[src/chm_pkg.sv]
// Shared types, constants and control encodings for the coalesced hash map.
// Used by chm_ctrl, chm_dp and the coalesced_hash_map top level.
`default_nettype none
package chm_pkg;

   localparam int MAX_LOG2     = 10;
   localparam int INIT_LOG2    = 1;
   localparam int PROBE_STRIDE = 47;
   localparam int SLOT_AW      = MAX_LOG2;
   localparam int SLOTS        = 1 << MAX_LOG2;
   localparam int LINK_W       = MAX_LOG2 + 2;
   localparam int COUNT_W      = MAX_LOG2 + 1;
   localparam int LOG2_W       = 4;

   localparam logic [LINK_W-1:0]  LINK_END  = LINK_W'(2) << MAX_LOG2;
   localparam logic [LINK_W-1:0]  LINK_MARK = LINK_W'(1) << MAX_LOG2;
   localparam logic [LOG2_W-1:0]  LOG2_MAX  = LOG2_W'(MAX_LOG2);
   localparam logic [LOG2_W-1:0]  LOG2_INIT =
      LOG2_W'((INIT_LOG2 < MAX_LOG2) ? INIT_LOG2 : MAX_LOG2);
   localparam logic [SLOT_AW-1:0] STRIDE    = SLOT_AW'(PROBE_STRIDE);

   localparam logic [1:0] OP_PUT      = 2'd0;
   localparam logic [1:0] OP_PUT_KEEP = 2'd1;
   localparam logic [1:0] OP_GET      = 2'd2;

   localparam logic STATUS_OK   = 1'b0;
   localparam logic STATUS_FULL = 1'b1;

   typedef struct packed {
      logic [1:0]  operation;
      logic [31:0] key;
      logic [31:0] key_hash;
      logic [31:0] value;
   } req_type;

   typedef struct packed {
      logic               found;
      logic [31:0]        old_value;
      logic               status;
      logic [COUNT_W-1:0] entry_count;
      logic [LOG2_W-1:0]  size_log2;
   } rsp_type;

   typedef enum logic [4:0] {
      ST_INIT, ST_IDLE, ST_WALK, ST_PROBE, ST_PLACE, ST_LINK, ST_FIN, ST_DONE,
      ST_G_CLR, ST_P1_RD, ST_P1_CHK, ST_P1_MV, ST_P1_NX,
      ST_P2_RD, ST_P2_CHK, ST_P2_LOOP, ST_P2_J, ST_P2_SWI, ST_P2_CLRI,
      ST_P2_W, ST_P2_WE, ST_P2_NX
   } state_type;

   typedef enum logic [2:0] {PTR_HOLD, PTR_HOME, PTR_LINK, PTR_STEP, PTR_AHASH} ptr_sel_type;
   typedef enum logic [1:0] {CNT_HOLD, CNT_CLR, CNT_INC} cnt_op_type;
   typedef enum logic [1:0] {I_HOLD, I_CLR, I_INC} i_op_type;
   typedef enum logic [1:0] {WA_PTR, WA_TAIL, WA_I, WA_IN} waddr_type;
   typedef enum logic [1:0] {WS_REQ, WS_RD, WS_A} wsrc_type;
   typedef enum logic [1:0] {LK_END, LK_MARK, LK_PTR, LK_I} link_sel_type;

   typedef struct packed {
      logic         req_load;
      ptr_sel_type  ptr_sel;
      logic         wide_mask;
      logic         rd_i;
      cnt_op_type   cnt_op;
      i_op_type     i_op;
      logic         tail_load;
      logic         a_load;
      logic         we_used;
      logic         used_val;
      logic         we_data;
      logic         we_link;
      waddr_type    waddr;
      wsrc_type     wsrc;
      link_sel_type link_sel;
      logic         count_inc;
      logic         log2_inc;
      logic         res_clr;
      logic         set_found;
      logic         set_reject;
      logic         emit;
   } cmd_type;

   typedef struct packed {
      logic rd_used;
      logic key_hit;
      logic link_end;
      logic link_mark;
      logic cnt_last;
      logic cnt_full;
      logic i_last;
      logic home_old;
      logic home_new;
      logic a_home;
      logic op_ins;
      logic op_put;
      logic grow_need;
   } stat_type;

endpackage
`default_nettype wire

[src/chm_ctrl.sv]
// Control state machine: chain walk, probe, insert and two-pass doubling.
// Drives chm_dp with chm_pkg::cmd_type; depends on chm_pkg.
`default_nettype none
module chm_ctrl (
   input  wire logic              clock,
   input  wire logic              reset,
   input  wire logic              start,
   output logic                   busy,
   input  wire chm_pkg::stat_type stat,
   output chm_pkg::cmd_type       cmd
);

   chm_pkg::state_type state_ff, state_in;
   logic               tail_ff, tail_in;

   always_ff @(posedge clock) begin
      if (reset) begin
         state_ff <= chm_pkg::ST_INIT;
         tail_ff  <= 1'b0;
      end else begin
         state_ff <= state_in;
         tail_ff  <= tail_in;
      end
   end

   always_comb begin
      state_in = state_ff;
      tail_in  = tail_ff;
      cmd      = '0;
      busy     = (state_ff != chm_pkg::ST_IDLE);
      case (state_ff)
         chm_pkg::ST_INIT: begin
            cmd.we_used = 1'b1;
            cmd.waddr   = chm_pkg::WA_I;
            if (stat.i_last) begin
               cmd.i_op = chm_pkg::I_CLR;
               state_in = chm_pkg::ST_IDLE;
            end else begin
               cmd.i_op = chm_pkg::I_INC;
            end
         end
         chm_pkg::ST_IDLE: begin
            if (start) begin
               cmd.req_load = 1'b1;
               cmd.ptr_sel  = chm_pkg::PTR_HOME;
               cmd.cnt_op   = chm_pkg::CNT_CLR;
               cmd.res_clr  = 1'b1;
               tail_in      = 1'b0;
               state_in     = chm_pkg::ST_WALK;
            end
         end
         chm_pkg::ST_WALK: begin
            if (!stat.rd_used) begin
               state_in = stat.op_ins ? chm_pkg::ST_PLACE : chm_pkg::ST_FIN;
            end else if (stat.key_hit) begin
               cmd.set_found = 1'b1;
               if (stat.op_put) begin
                  cmd.we_data = 1'b1;
                  cmd.waddr   = chm_pkg::WA_PTR;
                  cmd.wsrc    = chm_pkg::WS_REQ;
               end
               state_in = chm_pkg::ST_FIN;
            end else if (stat.link_end || stat.cnt_last) begin
               cmd.tail_load = 1'b1;
               tail_in       = 1'b1;
               if (stat.op_ins) begin
                  cmd.ptr_sel = chm_pkg::PTR_STEP;
                  cmd.cnt_op  = chm_pkg::CNT_CLR;
                  state_in    = chm_pkg::ST_PROBE;
               end else begin
                  state_in = chm_pkg::ST_FIN;
               end
            end else begin
               cmd.ptr_sel = chm_pkg::PTR_LINK;
               cmd.cnt_op  = chm_pkg::CNT_INC;
            end
         end
         chm_pkg::ST_PROBE: begin
            if (!stat.rd_used) begin
               state_in = chm_pkg::ST_PLACE;
            end else if (stat.cnt_last) begin
               cmd.set_reject = 1'b1;
               state_in       = chm_pkg::ST_FIN;
            end else begin
               cmd.ptr_sel = chm_pkg::PTR_STEP;
               cmd.cnt_op  = chm_pkg::CNT_INC;
            end
         end
         chm_pkg::ST_PLACE: begin
            cmd.we_used   = 1'b1;
            cmd.used_val  = 1'b1;
            cmd.we_data   = 1'b1;
            cmd.we_link   = 1'b1;
            cmd.waddr     = chm_pkg::WA_PTR;
            cmd.wsrc      = chm_pkg::WS_REQ;
            cmd.link_sel  = chm_pkg::LK_END;
            cmd.count_inc = 1'b1;
            state_in      = tail_ff ? chm_pkg::ST_LINK : chm_pkg::ST_FIN;
         end
         chm_pkg::ST_LINK: begin
            cmd.we_link  = 1'b1;
            cmd.waddr    = chm_pkg::WA_TAIL;
            cmd.link_sel = chm_pkg::LK_PTR;
            state_in     = chm_pkg::ST_FIN;
         end
         chm_pkg::ST_FIN: begin
            if (stat.op_ins && stat.grow_need) begin
               cmd.i_op = chm_pkg::I_CLR;
               state_in = chm_pkg::ST_G_CLR;
            end else begin
               state_in = chm_pkg::ST_DONE;
            end
         end
         chm_pkg::ST_DONE: begin
            cmd.emit = 1'b1;
            state_in = chm_pkg::ST_IDLE;
         end
         // doubling: clear the upper half
         chm_pkg::ST_G_CLR: begin
            cmd.we_used = 1'b1;
            cmd.waddr   = chm_pkg::WA_IN;
            if (stat.i_last) begin
               cmd.i_op = chm_pkg::I_CLR;
               state_in = chm_pkg::ST_P1_RD;
            end else begin
               cmd.i_op = chm_pkg::I_INC;
            end
         end
         // first pass: home keys stay or move up, others get marked
         chm_pkg::ST_P1_RD: begin
            cmd.rd_i = 1'b1;
            state_in = chm_pkg::ST_P1_CHK;
         end
         chm_pkg::ST_P1_CHK: begin
            state_in = chm_pkg::ST_P1_NX;
            if (stat.rd_used) begin
               cmd.we_link = 1'b1;
               if (stat.home_old && stat.home_new) begin
                  cmd.waddr    = chm_pkg::WA_I;
                  cmd.link_sel = chm_pkg::LK_END;
               end else if (stat.home_old) begin
                  cmd.we_used  = 1'b1;
                  cmd.used_val = 1'b1;
                  cmd.we_data  = 1'b1;
                  cmd.waddr    = chm_pkg::WA_IN;
                  cmd.wsrc     = chm_pkg::WS_RD;
                  cmd.link_sel = chm_pkg::LK_END;
                  state_in     = chm_pkg::ST_P1_MV;
               end else begin
                  cmd.waddr    = chm_pkg::WA_I;
                  cmd.link_sel = chm_pkg::LK_MARK;
               end
            end
         end
         chm_pkg::ST_P1_MV: begin
            cmd.we_used = 1'b1;
            cmd.waddr   = chm_pkg::WA_I;
            state_in    = chm_pkg::ST_P1_NX;
         end
         chm_pkg::ST_P1_NX: begin
            if (stat.i_last) begin
               cmd.i_op = chm_pkg::I_CLR;
               state_in = chm_pkg::ST_P2_RD;
            end else begin
               cmd.i_op = chm_pkg::I_INC;
               state_in = chm_pkg::ST_P1_RD;
            end
         end
         // second pass: place marked keys
         chm_pkg::ST_P2_RD: begin
            cmd.rd_i = 1'b1;
            state_in = chm_pkg::ST_P2_CHK;
         end
         chm_pkg::ST_P2_CHK: begin
            if (stat.rd_used && stat.link_mark) begin
               cmd.a_load = 1'b1;
               state_in   = chm_pkg::ST_P2_LOOP;
            end else begin
               state_in = chm_pkg::ST_P2_NX;
            end
         end
         chm_pkg::ST_P2_LOOP: begin
            if (stat.a_home) begin
               cmd.we_link  = 1'b1;
               cmd.waddr    = chm_pkg::WA_I;
               cmd.link_sel = chm_pkg::LK_END;
               state_in     = chm_pkg::ST_P2_NX;
            end else begin
               cmd.ptr_sel = chm_pkg::PTR_AHASH;
               cmd.cnt_op  = chm_pkg::CNT_CLR;
               state_in    = chm_pkg::ST_P2_J;
            end
         end
         chm_pkg::ST_P2_J: begin
            if (!stat.rd_used || stat.link_mark) begin
               cmd.we_used  = 1'b1;
               cmd.used_val = 1'b1;
               cmd.we_data  = 1'b1;
               cmd.we_link  = 1'b1;
               cmd.waddr    = chm_pkg::WA_PTR;
               cmd.wsrc     = chm_pkg::WS_A;
               cmd.link_sel = chm_pkg::LK_END;
               if (!stat.rd_used) begin
                  state_in = chm_pkg::ST_P2_CLRI;
               end else begin
                  // swap: the displaced marked key becomes the one to place
                  cmd.a_load = 1'b1;
                  state_in   = chm_pkg::ST_P2_SWI;
               end
            end else if (stat.link_end) begin
               cmd.we_link  = 1'b1;
               cmd.waddr    = chm_pkg::WA_PTR;
               cmd.link_sel = chm_pkg::LK_I;
               state_in     = chm_pkg::ST_P2_WE;
            end else begin
               cmd.ptr_sel   = chm_pkg::PTR_LINK;
               cmd.wide_mask = 1'b1;
               cmd.cnt_op    = chm_pkg::CNT_INC;
               state_in      = chm_pkg::ST_P2_W;
            end
         end
         chm_pkg::ST_P2_SWI: begin
            cmd.we_used  = 1'b1;
            cmd.used_val = 1'b1;
            cmd.we_data  = 1'b1;
            cmd.we_link  = 1'b1;
            cmd.waddr    = chm_pkg::WA_I;
            cmd.wsrc     = chm_pkg::WS_A;
            cmd.link_sel = chm_pkg::LK_MARK;
            state_in     = chm_pkg::ST_P2_LOOP;
         end
         chm_pkg::ST_P2_CLRI: begin
            cmd.we_used = 1'b1;
            cmd.waddr   = chm_pkg::WA_I;
            state_in    = chm_pkg::ST_P2_NX;
         end
         chm_pkg::ST_P2_W: begin
            if (stat.link_end || stat.cnt_full) begin
               cmd.we_link  = 1'b1;
               cmd.waddr    = chm_pkg::WA_PTR;
               cmd.link_sel = chm_pkg::LK_I;
               state_in     = chm_pkg::ST_P2_WE;
            end else begin
               cmd.ptr_sel   = chm_pkg::PTR_LINK;
               cmd.wide_mask = 1'b1;
               cmd.cnt_op    = chm_pkg::CNT_INC;
            end
         end
         chm_pkg::ST_P2_WE: begin
            cmd.we_link  = 1'b1;
            cmd.waddr    = chm_pkg::WA_I;
            cmd.link_sel = chm_pkg::LK_END;
            state_in     = chm_pkg::ST_P2_NX;
         end
         chm_pkg::ST_P2_NX: begin
            if (stat.i_last) begin
               cmd.i_op     = chm_pkg::I_CLR;
               cmd.log2_inc = 1'b1;
               state_in     = chm_pkg::ST_DONE;
            end else begin
               cmd.i_op = chm_pkg::I_INC;
               state_in = chm_pkg::ST_P2_RD;
            end
         end
         default: begin
            state_in = chm_pkg::ST_IDLE;
         end
      endcase
   end

endmodule
`default_nettype wire

[config.mk]
export PLATFORM = sky130hd
export DESIGN_NAME = chm_ctrl
export DESIGN_NICKNAME = d
export VERILOG_FILES = /design/src/chm_pkg.sv /design/src/chm_ctrl.sv
export SDC_FILE = /design/constraint.sdc
export NUM_CORES = 1
export LEC_CHECK = 0
export ABC_AREA = 0
export BUFFER_PORTS_ARGS = -buffer_cell sky130_fd_sc_hd__buf_2
export CORE_AREA = 2 2 60 50
export DETAILED_ROUTE_END_ITERATION = 8
export DIE_AREA = 0 0 62 52
export PLACE_DENSITY = 0.81
export SYNTH_ARGS = -nofsm -noshare
export SYNTH_HDL_FRONTEND = slang
export SYNTH_SLANG_ARGS = --single-unit
[constraint.sdc]
create_clock -name clock -period 2.57 [get_ports clock]
set_input_delay 0.257 -clock clock [delete_from_list [all_inputs] [get_ports clock]]
set_output_delay 0.257 -clock clock [all_outputs]
set_load 0.01 [all_outputs]
== Word level (Yosys, flattened, before mapping) ==
Index checks and enable logic that the tools add are counted.
Widths: inputs -> output; s select.
Storage, ports and cells
  logic and storage cells: 157
  bits in registers: 6
  output and inout bits: 29
  input bits: 16
Operators by class
  reduce and logical (&&, ||, !) cells: 18
  equality and inequality tests: 31
  multiplexer cells: 106
Operators with widths (count)
  $pmux 5 s20: 1
  $mux 3: 19
  $mux 5: 11
  $eq 5x4->1 const B: 8
  $mux 2: 20
  $mux 1: 37
  $eq 5x5->1 const B: 6
  $eq 5x3->1 const B: 4
  $pmux 3 s6: 1
  $mux 4: 4
  $ne 2x2->1 const B: 7
  $pmux 2 s7: 1
  $pmux 2 s6: 1
  $eq 5x2->1 const B: 2
  $mux 10: 1
  $pmux 2 s5: 1
  $reduce_or 4->1: 2
  $pmux 1 s2: 3
  $pmux 1 s3: 2
  $pmux 2 s3: 1
  $reduce_and 6->1: 1
  $reduce_or 2->1: 3
  $reduce_or 6->1: 1
  $eq 5x1->1 const B: 1
  other kinds (13): 17

== Longest topological paths before layout ==
Gate-level depths: netlist (run 1).
  depth after elaboration: 5
  mapped depth: 8
  mapped depth without buffers: 5

== Worst setup path before layout (run 1) ==
OpenSTA, ideal clock, no wires.
  kind: flip-flop to output port
  start point: register state_ff[2]
  end point: output port cmd[25] (netlist name)
  data required time: 2.313 ns
  setup slack: 0.478 ns
  arrival: 1.835 ns
  buffers on the path: 2
  stages on the path, launching flop included: 7
  path through: dfxtp_1 buf_6 or4b_1 buf_2 o41ai_2 nand2b_1 a31o_1
RTL lines
  start, declared: RTL line chm_ctrl.sv:13  | chm_pkg::state_type state_ff, state_in;
  start signal, assigned: RTL line chm_ctrl.sv:18  | state_ff <= chm_pkg::ST_INIT;
  start signal, assigned: RTL line chm_ctrl.sv:21  | state_ff <= state_in;
  end, declared: RTL line chm_ctrl.sv:10  | output chm_pkg::cmd_type cmd

==> flow_metrics.tcl, run 1 <==
set metrics [dict create \
    outcome "finished clean" \
    start_util_pct 45.4 \
    nNetsFinal 247 \
    cts_resized 0 \
    fillerInstances 282 \
    critPathKind "reg2out" \
    placed_area_sq_mm 0.00145 \
    worst_path_largest_cell_delay_ps 690 \
    crit_start "state_ff[1]" \
    post-route-period-util_pct 91.1 \
    drv_cap 0 \
    seqPwrFrac_pct 15.9 \
    seq_area_sq_um 120 \
    dp_hpwl_mm 3.12 \
    synth_edf_count 0 \
    vias_per_cell 6.07 \
    hp-class "in2reg" \
    grt_use_total_pct 26.9 \
    syn_nets 209 \
    via_count 1622 \
    p_clk_share_pct 8.5 \
    syn_area_per_cell_sq_um 6.25 \
    root_buffer "clkbuf_4" \
    r2r_end "state_ff[1]" \
    postCtsSetupBuffers 0 \
    grtUsageMet1_pct 42.2 \
    cts-hold-fix-buffers 0 \
    critical_path_cell_count 4 \
    crit_family "simple AND/OR/NAND/NOR gates" \
    num_antenna_cells 0 \
    worst_pin_slew_ps 505 \
    async_flop_share_pct 0 \
    cp_max_fo 10 \
    p_leak_nw 0.739 \
    drc 0 \
    met3_usage_pct 5.22 \
    max_freq_mhz 427 \
    max-slew-margin-rel_pct 66.3 \
    clockBufferDepth 2 \
    synthCells 193 \
    fin_area_sq_mm 0.00147 \
    gr-total-overflow 0 \
    ys.flop_type "dfxtp_1" \
    grt_pass1_vias 1396 \
    antenna_found_initial 0 \
    syn_area_sq_mm 0.00121 \
    worstPathRequired_ps 2310 \
    wl_mm 4.02 \
    internal-power_mw 0.472 \
    synth_seq_area_share_pct 9.96 \
    whs_ps 276 \
    htree_levels 1 \
    power.density_mw_per_mm2 682 \
    ys_warn_count 0 \
    drt_iter0_markers 145 \
    cts_buffers 3 \
    maxSlewViolCount 0 \
    rr_worst_depth 6 \
    drtAntennaViolNets 0 \
    hold_violations 0 \
    timing.final.crit_period_ps 2340 \
    first_pass_iters 6 \
    clock_latency_ps 240 \
    switching_power_mw 0.534 \
    layout-drive-gt1-share_pct 27.1 \
    clk_pin_slew_ps 50 \
    ys_ff_latch 6 \
    endpoint "cmd[7]" \
    switching_share_pct 53.1 \
    arrival_ps 2080 \
    grt_start_max_net_pins 28 \
    totalPowerFinal_mw 1.01 \
    die_h_um 52 \
    wl_per_cell_um 15.1 \
    setup_tns_ps 0 \
    ios 45 \
    grt_setup_unrepaired "false" \
    port_buffers 44 \
    top_usage_layer "met1" \
    clock-sinks 6 \
    timing.rr.start "state_ff[0]" \
    start_kind "register" \
    multi_input_area_sq_um 966 \
    rows 17 \
    coreArea_sq_mm 0.00266 \
    vdd_ir_drop_max_uv 307 \
    clock_skew_ps 5.42 \
    syn_to_final_growth_pct 22.2 \
    die_area_sq_mm 0.00322 \
    end_kind "output pin" \
    critPathBufInv 1 \
    grtUsageMet2_pct 38.2 \
    dieWidth_um 62 \
    synth_cell_types 53 \
    p_comb_share_pct 75.5 \
    globalplace.congestion 1.05 \
    grt_pass1_wl_mm 6.65 \
    cp_cell_sequence "or4b_1 > or4_4 > nand2_1 > buf_2" \
    setup_violations 0 \
    rrSetupSlack_ps 550 \
    slowest_stage "or4b_1" \
    cts_tree "yes" \
]
-- cell type report --
cell class	instances	share of cell area (%)
Multi-Input combinational cell	159	65.5
Timing Repair Buffer	53	19.5
Sequential cell	6	8.15
Tap cell	38	3.23
Inverter	8	2.04
Clock buffer	3	1.53
-- registers in the layout (all words and copies together), names as in the netlist --
signal,cells
tail_ff,1
state_ff,5
-- layer usage --
layer / part of all wire, % / vias up
li1: - / 785
met1: 45 / 717
met2: 41 / 115
met3: 12 / 5
met4: 0.97 / 0
met5: 0 / -
-- kinds of logic (layout without fill, tap and decap cells) --
| group | after synthesis | in the layout | synth area share [%] |
|---|---|---|---|
| AND/OR/NAND/NOR | 97 | 97 | 44.2 |
| buffers and inverters | 28 | 64 | 9.96 |
| flip-flops | 6 | 6 | 9.96 |
| AO/OA/AOI/OAI | 61 | 61 | 35.1 |
| adder cells (fa/ha/maj) | 1 | 1 | 0.830 |
-- stage by stage --
stage	cells	utilization (%)	setup WS (ps)
after global placement	264	54.6	542
final	267	55.4	229
after CTS	267	55.4	232
after detailed placement	264	54.6	504
after global routing	267	55.4	83.7
after floorplan	193	-	478
-- cells in the final DEF, fill, tap and decap left out, drive strengths merged, types with 2 or more instances in the layout --
master  count
nor3       11
nor2b       6
nand3      10
a211oi      3
a31oi       2
nand3b      3
and3        3
o32ai       3
a21oi      17
clkbuf      3
o21ai       9
a21o        4
o21bai      2
nor2       16
dfxtp       6
nand4       3
a32oi       2
or3         2
a22o        2
o22ai       2
buf        53
inv         8
nand2      20
o31a        4
nor3b       2
nand2b     12
-- cell usage after synthesis (3+ instances only) --
cell      count  area share (%)
inv_1         8             2.5
dfxtp_1       6              10
a21oi_1      17             7.1
nor3_1       10             4.1
nor2_1       16             5.0
a211oi_1      3             1.9
a21o_1        4             2.5
nor2b_1       6             3.1
o31a_1        4             2.9
nand3b_1      3             1.9
clkbuf_1     13             4.0
buf_2         3             1.2
o21ai_0       8             3.3
and3_1        3             1.6
nand2_1      20             6.2
o32ai_1       3             2.2
nand3_1       9             3.7
nand2b_1     12             6.2
nand4_1       3             1.6
-- worst min path at each step --
stage | startpoint | end | cells past startpoint
floorplan | reset | state_ff[3] | 1
finish | reset | tail_ff | 2
global placement | reset | tail_ff | 2
detailed placement | reset | state_ff[4] | 2
global route | reset | state_ff[4] | 2
CTS | reset | tail_ff | 2
-- power groups by stage --
| stage | Clock [mW] | Combinational, mW | Sequential, mW |
|---|---|---|---|
| after floorplan | 0 | 0.568 | 0.125 |
| after global placement | 0 | 0.744 | 0.156 |
| after detailed placement | 0 | 0.744 | 0.160 |
| after CTS | 0.0903 | 0.748 | 0.158 |
| after global routing | 0.0993 | 0.843 | 0.165 |
| final | 0.0857 | 0.760 | 0.160 |
Note: power is estimated with default switching activity, not from simulation.
==> run 2, diff against run 1 <==
--- a/config.mk
+++ b/config.mk
@@ -7,10 +7,12 @@
 export LEC_CHECK = 0
 export ABC_AREA = 0
 export BUFFER_PORTS_ARGS = -buffer_cell sky130_fd_sc_hd__buf_2
-export CORE_AREA = 2 2 60 50
+export CELL_PAD_IN_SITES_DETAIL_PLACEMENT = 1
+export CELL_PAD_IN_SITES_GLOBAL_PLACEMENT = 1
+export CORE_AREA = 2 2 71 60
 export DETAILED_ROUTE_END_ITERATION = 8
-export DIE_AREA = 0 0 62 52
-export PLACE_DENSITY = 0.81
+export DIE_AREA = 0 0 73 62
+export PLACE_DENSITY = 0.82
 export SYNTH_ARGS = -nofsm -noshare
 export SYNTH_HDL_FRONTEND = slang
 export SYNTH_SLANG_ARGS = --single-unit
==> run 2 against run 1 <==
Maximum frequency is 1.3% higher. Cell count grew 3.7%. Wire length up 21%. Critical path depth is the same. Flip-flop and latch count unchanged. Core utilization shrank 17 points. Via count is 0.86% higher. Sequential share of layout area shrank 0.24 points. Clock power is 65% higher. Worst setup slack improved by 30 ps.
==> flow_metrics.tcl, run 2 (same netlist as run 1, synthesis figures left out) <==
set metrics [dict create \
    start_kind "register" \
    htree_levels 1 \
    grt_start_max_net_pins 32 \
    timing.rr.start "state_ff[1]" \
    outcome "finished clean" \
    timing.final.crit_period_ps 2310 \
    cts_buffers 3 \
    cts_tree "yes" \
    cp_cell_sequence "or4b_1 > or4_4 > nand2_1 > buf_2" \
    slowest_stage "or4b_1" \
    clock-sinks 6 \
    start_util_pct 30.8 \
    grt_setup_unrepaired "false" \
    rr_worst_depth 4 \
    max-slew-margin-rel_pct 71.0 \
    port_buffers 44 \
    hp-start "reset" \
    finish.utilization_pct 38.8 \
    whs_endpoint "tail_ff" \
    clk_pin_slew_ps 40 \
    r2r_end "state_ff[2]" \
    cts-hold-fix-buffers 0 \
    power.density_mw_per_mm2 719 \
    drt_iter0_markers 135 \
    coreArea_sq_mm 0.00392 \
    end_kind "output pin" \
    setup_tns_ps 0 \
    drtAntennaViolNets 0 \
    dp_hpwl_mm 3.84 \
    grt_pass1_vias 1570 \
    clock_skew_ps 2.93 \
    antenna_found_initial 0 \
    syn_to_final_growth_pct 25.8 \
    worstPathRequired_ps 2310 \
    crit_family "simple AND/OR/NAND/NOR gates" \
    final_common_cell "buf_2" \
    critPathBufInv 1 \
    drv_cap 0 \
    num_antenna_cells 0 \
    nNetsFinal 249 \
    largest_reg_flops 5 \
    wl_per_cell_um 17.6 \
    via_count 1636 \
    rrSetupSlack_ps 640 \
    root_buffer "clkbuf_8" \
    cts_resized 0 \
    clockBufferDepth 2 \
    post-route-period-util_pct 89.9 \
    globalplace.congestion 0.943 \
    postCtsSetupBuffers 0 \
    grt_pass1_wl_mm 7.79 \
    hold_path_depth 2 \
    crit_start "state_ff[1]" \
    grt_use_total_pct 22.1 \
    largest_registers "state_ff (5), tail_ff (1)" \
    critPathKind "reg2out" \
    gr-total-overflow 0 \
    top_register "state_ff" \
    first_pass_iters 4 \
    layout-drive-gt1-share_pct 27.7 \
    hold_violations 0 \
    final_cell_mix "buf_2, nand2_1, a21oi_1" \
    setup_violations 0 \
    vdd_ir_drop_max_uv 233 \
    die_h_um 62 \
    maxSlewViolCount 0 \
    ios 45 \
    arrival_ps 2050 \
    max_freq_mhz 433 \
    rows 21 \
    dieWidth_um 73 \
    clock_latency_ps 220 \
    worst_path_largest_cell_delay_ps 690 \
    wl_mm 4.88 \
    die_area_sq_mm 0.00453 \
    vias_per_cell 5.91 \
    hp-class "in2reg" \
    cp_max_fo 8 \
    worst_pin_slew_ps 434 \
    drc 0 \
    p_leak_nw 0.756 \
]
## run 2: cell types whose count changed in the layout (fill, tap and decap cells not counted)
cell      change
buf_4         +2
clkbuf_4      -3
clkbuf_8      +3
## run 2: worst register-to-register path: stages, from the launching register on
cell and delay (ps):
dfxtp_1 370, or4b_1 690, or4_4 570, nand3_2 100, o311a_1 150
## run 2: final cells by class
class,count,area (sq um)
Sequential cell,6,120
Timing Repair Buffer,55,303
Multi-Input combinational cell,159,966
Tap cell,46,57.6
Clock buffer,3,41.3
Inverter,8,30.0
Fill cell,523,2400
## run 2: worst max-delay path by stage
| stage | to | slack [ps] | cells past startpoint |
|---|---|---|---|
| finish | cmd[7] | 260 | 4 |
| detailed placement | cmd[7] | 490 | 4 |
| global placement | cmd[7] | 520 | 4 |
| floorplan | cmd[25] | 480 | 6 |
| CTS | cmd[7] | 260 | 4 |
| global route | cmd[24] | 140 | 7 |
## run 2: report_power, final
group          switching [mW]  internal (mW)  leakage [nW]
Combinational           0.497          0.313         0.686
Sequential             0.0269          0.112        0.0487
Clock                  0.0406          0.101        0.0216
## run 2: per-stage QoR
stage	instance area [sq um]	setup slack [ps]	cells	power [mW]	hold slack [ps]
after floorplan	1210	478	193	0.692	326
after global placement	1480	523	274	0.922	501
after detailed placement	1480	492	274	0.943	501
after CTS	1520	262	277	1.09	270
after global routing	1520	140	277	1.19	298
final	1520	259	277	1.09	272
## run 2: metal layers
layer / track usage [%] / wire (um) / vias to the layer above
met5: 0 / 0 / -
met4: 2.91 / 29 / 0
met3: 4.19 / 341 / 4
met2: 35.4 / 2190 / 66
met1: 31.7 / 2320 / 779
li1: - / - / 787
==> run 3, diff against run 2 <==
--- a/config.mk
+++ b/config.mk
@@ -9,10 +9,11 @@
 export BUFFER_PORTS_ARGS = -buffer_cell sky130_fd_sc_hd__buf_2
 export CELL_PAD_IN_SITES_DETAIL_PLACEMENT = 1
 export CELL_PAD_IN_SITES_GLOBAL_PLACEMENT = 1
-export CORE_AREA = 2 2 71 60
+export CORE_AREA = 2 2 68 57
 export DETAILED_ROUTE_END_ITERATION = 8
-export DIE_AREA = 0 0 73 62
-export PLACE_DENSITY = 0.82
+export DIE_AREA = 0 0 70 59
+export GPL_TIMING_DRIVEN = 0
+export PLACE_DENSITY = 0.89
 export SYNTH_ARGS = -nofsm -noshare
 export SYNTH_HDL_FRONTEND = slang
 export SYNTH_SLANG_ARGS = --single-unit
==> constraint.sdc (replaced) <==
create_clock -name clock -period 2.9 [get_ports clock]
set_input_delay 0.29 -clock clock [delete_from_list [all_inputs] [get_ports clock]]
set_output_delay 0.29 -clock clock [all_outputs]
set_load 0.01 [all_outputs]
==> run 3 against run 2 <==
Die area is 8.7% lower. Worst hold slack better by 63 ps. Flip-flop and latch count stayed put.
==> flow_metrics.tcl, run 3 (same netlist as run 1, synthesis figures left out) <==
set metrics [dict create \
    cts-hold-fix-buffers 0 \
    globalplace.congestion 0.928 \
    worst_pin_slew_ps 540 \
    critPathKind "reg2out" \
    drtAntennaViolNets 0 \
    power.density_mw_per_mm2 649 \
    clk_pin_slew_ps 40 \
    ios 45 \
    drv_cap 0 \
    hp-start "reset" \
    cp_max_fo 10 \
    rr_worst_depth 6 \
    start_util_pct 35.7 \
    grt_pass1_vias 1778 \
    max-slew-margin-rel_pct 63.8 \
    nNetsFinal 258 \
    hold_path_depth 2 \
    grt_use_total_pct 26.6 \
    wl_per_cell_um 18.8 \
    rows 19 \
    syn_to_final_growth_pct 26.3 \
    drt_iter0_markers 88 \
    drc 0 \
    arrival_ps 2340 \
    hp-class "in2reg" \
    vias_per_cell 6.16 \
    p_leak_nw 0.750 \
    met3_usage_pct 3.74 \
    clock_skew_ps 1.66 \
    grt_setup_unrepaired "false" \
    first_pass_iters 4 \
    antenna_found_initial 0 \
    die_h_um 59 \
    clock-sinks 6 \
    final_common_cell "buf_2" \
    grtUsageMet2_pct 45.9 \
    critPathBufInv 4 \
    vdd_ir_drop_max_uv 292 \
    end_kind "output pin" \
    cts_buffers 3 \
    port_buffers 44 \
    grt_start_max_net_pins 11 \
    die_area_sq_mm 0.00413 \
    dieWidth_um 70 \
    r2r_end "state_ff[0]" \
    multi_input_area_sq_um 966 \
    whs_ps 335 \
    num_antenna_cells 0 \
    layout-drive-gt1-share_pct 25.4 \
    clock_latency_ps 220 \
    postCtsSetupBuffers 0 \
    maxSlewViolCount 0 \
    worst_path_largest_cell_delay_ps 450 \
    cts_tree "yes" \
    whs_endpoint "tail_ff" \
    cts_resized 0 \
    coreArea_sq_mm 0.00338 \
    cp_cell_sequence "clkbuf_1 > clkbuf_1 > clkbuf_2 > nand2_1 > a32oi_1 > nand2_1 > buf_2" \
    wl_mm 5.30 \
    clockBufferDepth 2 \
    via_count 1736 \
    dp_hpwl_mm 4.14 \
    timing.rr.start "state_ff[4]" \
    largest_registers "state_ff (5), tail_ff (1)" \
    crit_family "buffers and inverters" \
    setup_tns_ps 0 \
    gr-total-overflow 0 \
    largest_reg_flops 5 \
    max_freq_mhz 380 \
    start_kind "register" \
    top_usage_layer "met2" \
    hold_violations 0 \
    final_cell_mix "buf_2, nand2_1, a21oi_1" \
    timing.final.crit_period_ps 2630 \
    seq_area_sq_um 120 \
    post-route-period-util_pct 90.7 \
    grt_pass1_wl_mm 8.80 \
    outcome "finished clean" \
    grtUsageMet1_pct 37.2 \
    setup_violations 0 \
    worstPathRequired_ps 2610 \
    root_buffer "clkbuf_8" \
    fillerInstances 480 \
    top_register "state_ff" \
    rrSetupSlack_ps 810 \
    htree_levels 1 \
    slowest_stage "clkbuf_1" \
]
run 3: layout make-up:
type	instances	share of cell area (%)
buffer	20	6.16
clock buffer	3	2.71
inverter	8	1.97
multi-input combinational	159	63.4
sequential	6	7.88
tap	42	3.45
timing repair buffer	44	14.4
run 3: worst max path at each step:
stage                     start  depth (start not counted)       to  slack [ps]
floorplan           state_ff[2]                          6  cmd[25]         780
global placement    state_ff[1]                          7   cmd[6]         420
global route        state_ff[4]                          8  cmd[15]         110
detailed placement  state_ff[4]                          6  cmd[19]         390
finish              state_ff[1]                          7   cmd[6]         270
CTS                 state_ff[4]                          6  cmd[19]         160
run 3: per-layer routing:
layer	up-vias	share of wire, %
met1	822	45
met3	4	9.1
li1	806	-
met4	0	0.45
met2	104	46
met5	-	0
run 3: metrics by stage:
| step | instance area [sq um] | setup slack (ps) | utilization, % | instances | power (mW) |
|---|---|---|---|---|---|
| 3_5_place_dp | 1480 | 392 | 43.8 | 279 | 0.850 |
| 3_3_place_gp | 1480 | 421 | 43.8 | 279 | 0.839 |
| 2_1_floorplan | 1210 | 775 | - | 193 | 0.614 |
| 6_report | 1520 | 271 | 45.1 | 282 | 0.989 |
| 5_1_grt | 1520 | 110 | 45.1 | 282 | 1.08 |
| 4_1_cts | 1520 | 158 | 45.0 | 282 | 0.978 |
run 3: power breakdown:
group | switching (mW) | internal [mW] | total (mW)
Sequential | 0.0155 | 0.0997 | 0.115
Combinational | 0.478 | 0.275 | 0.753
Clock | 0.0320 | 0.0888 | 0.121
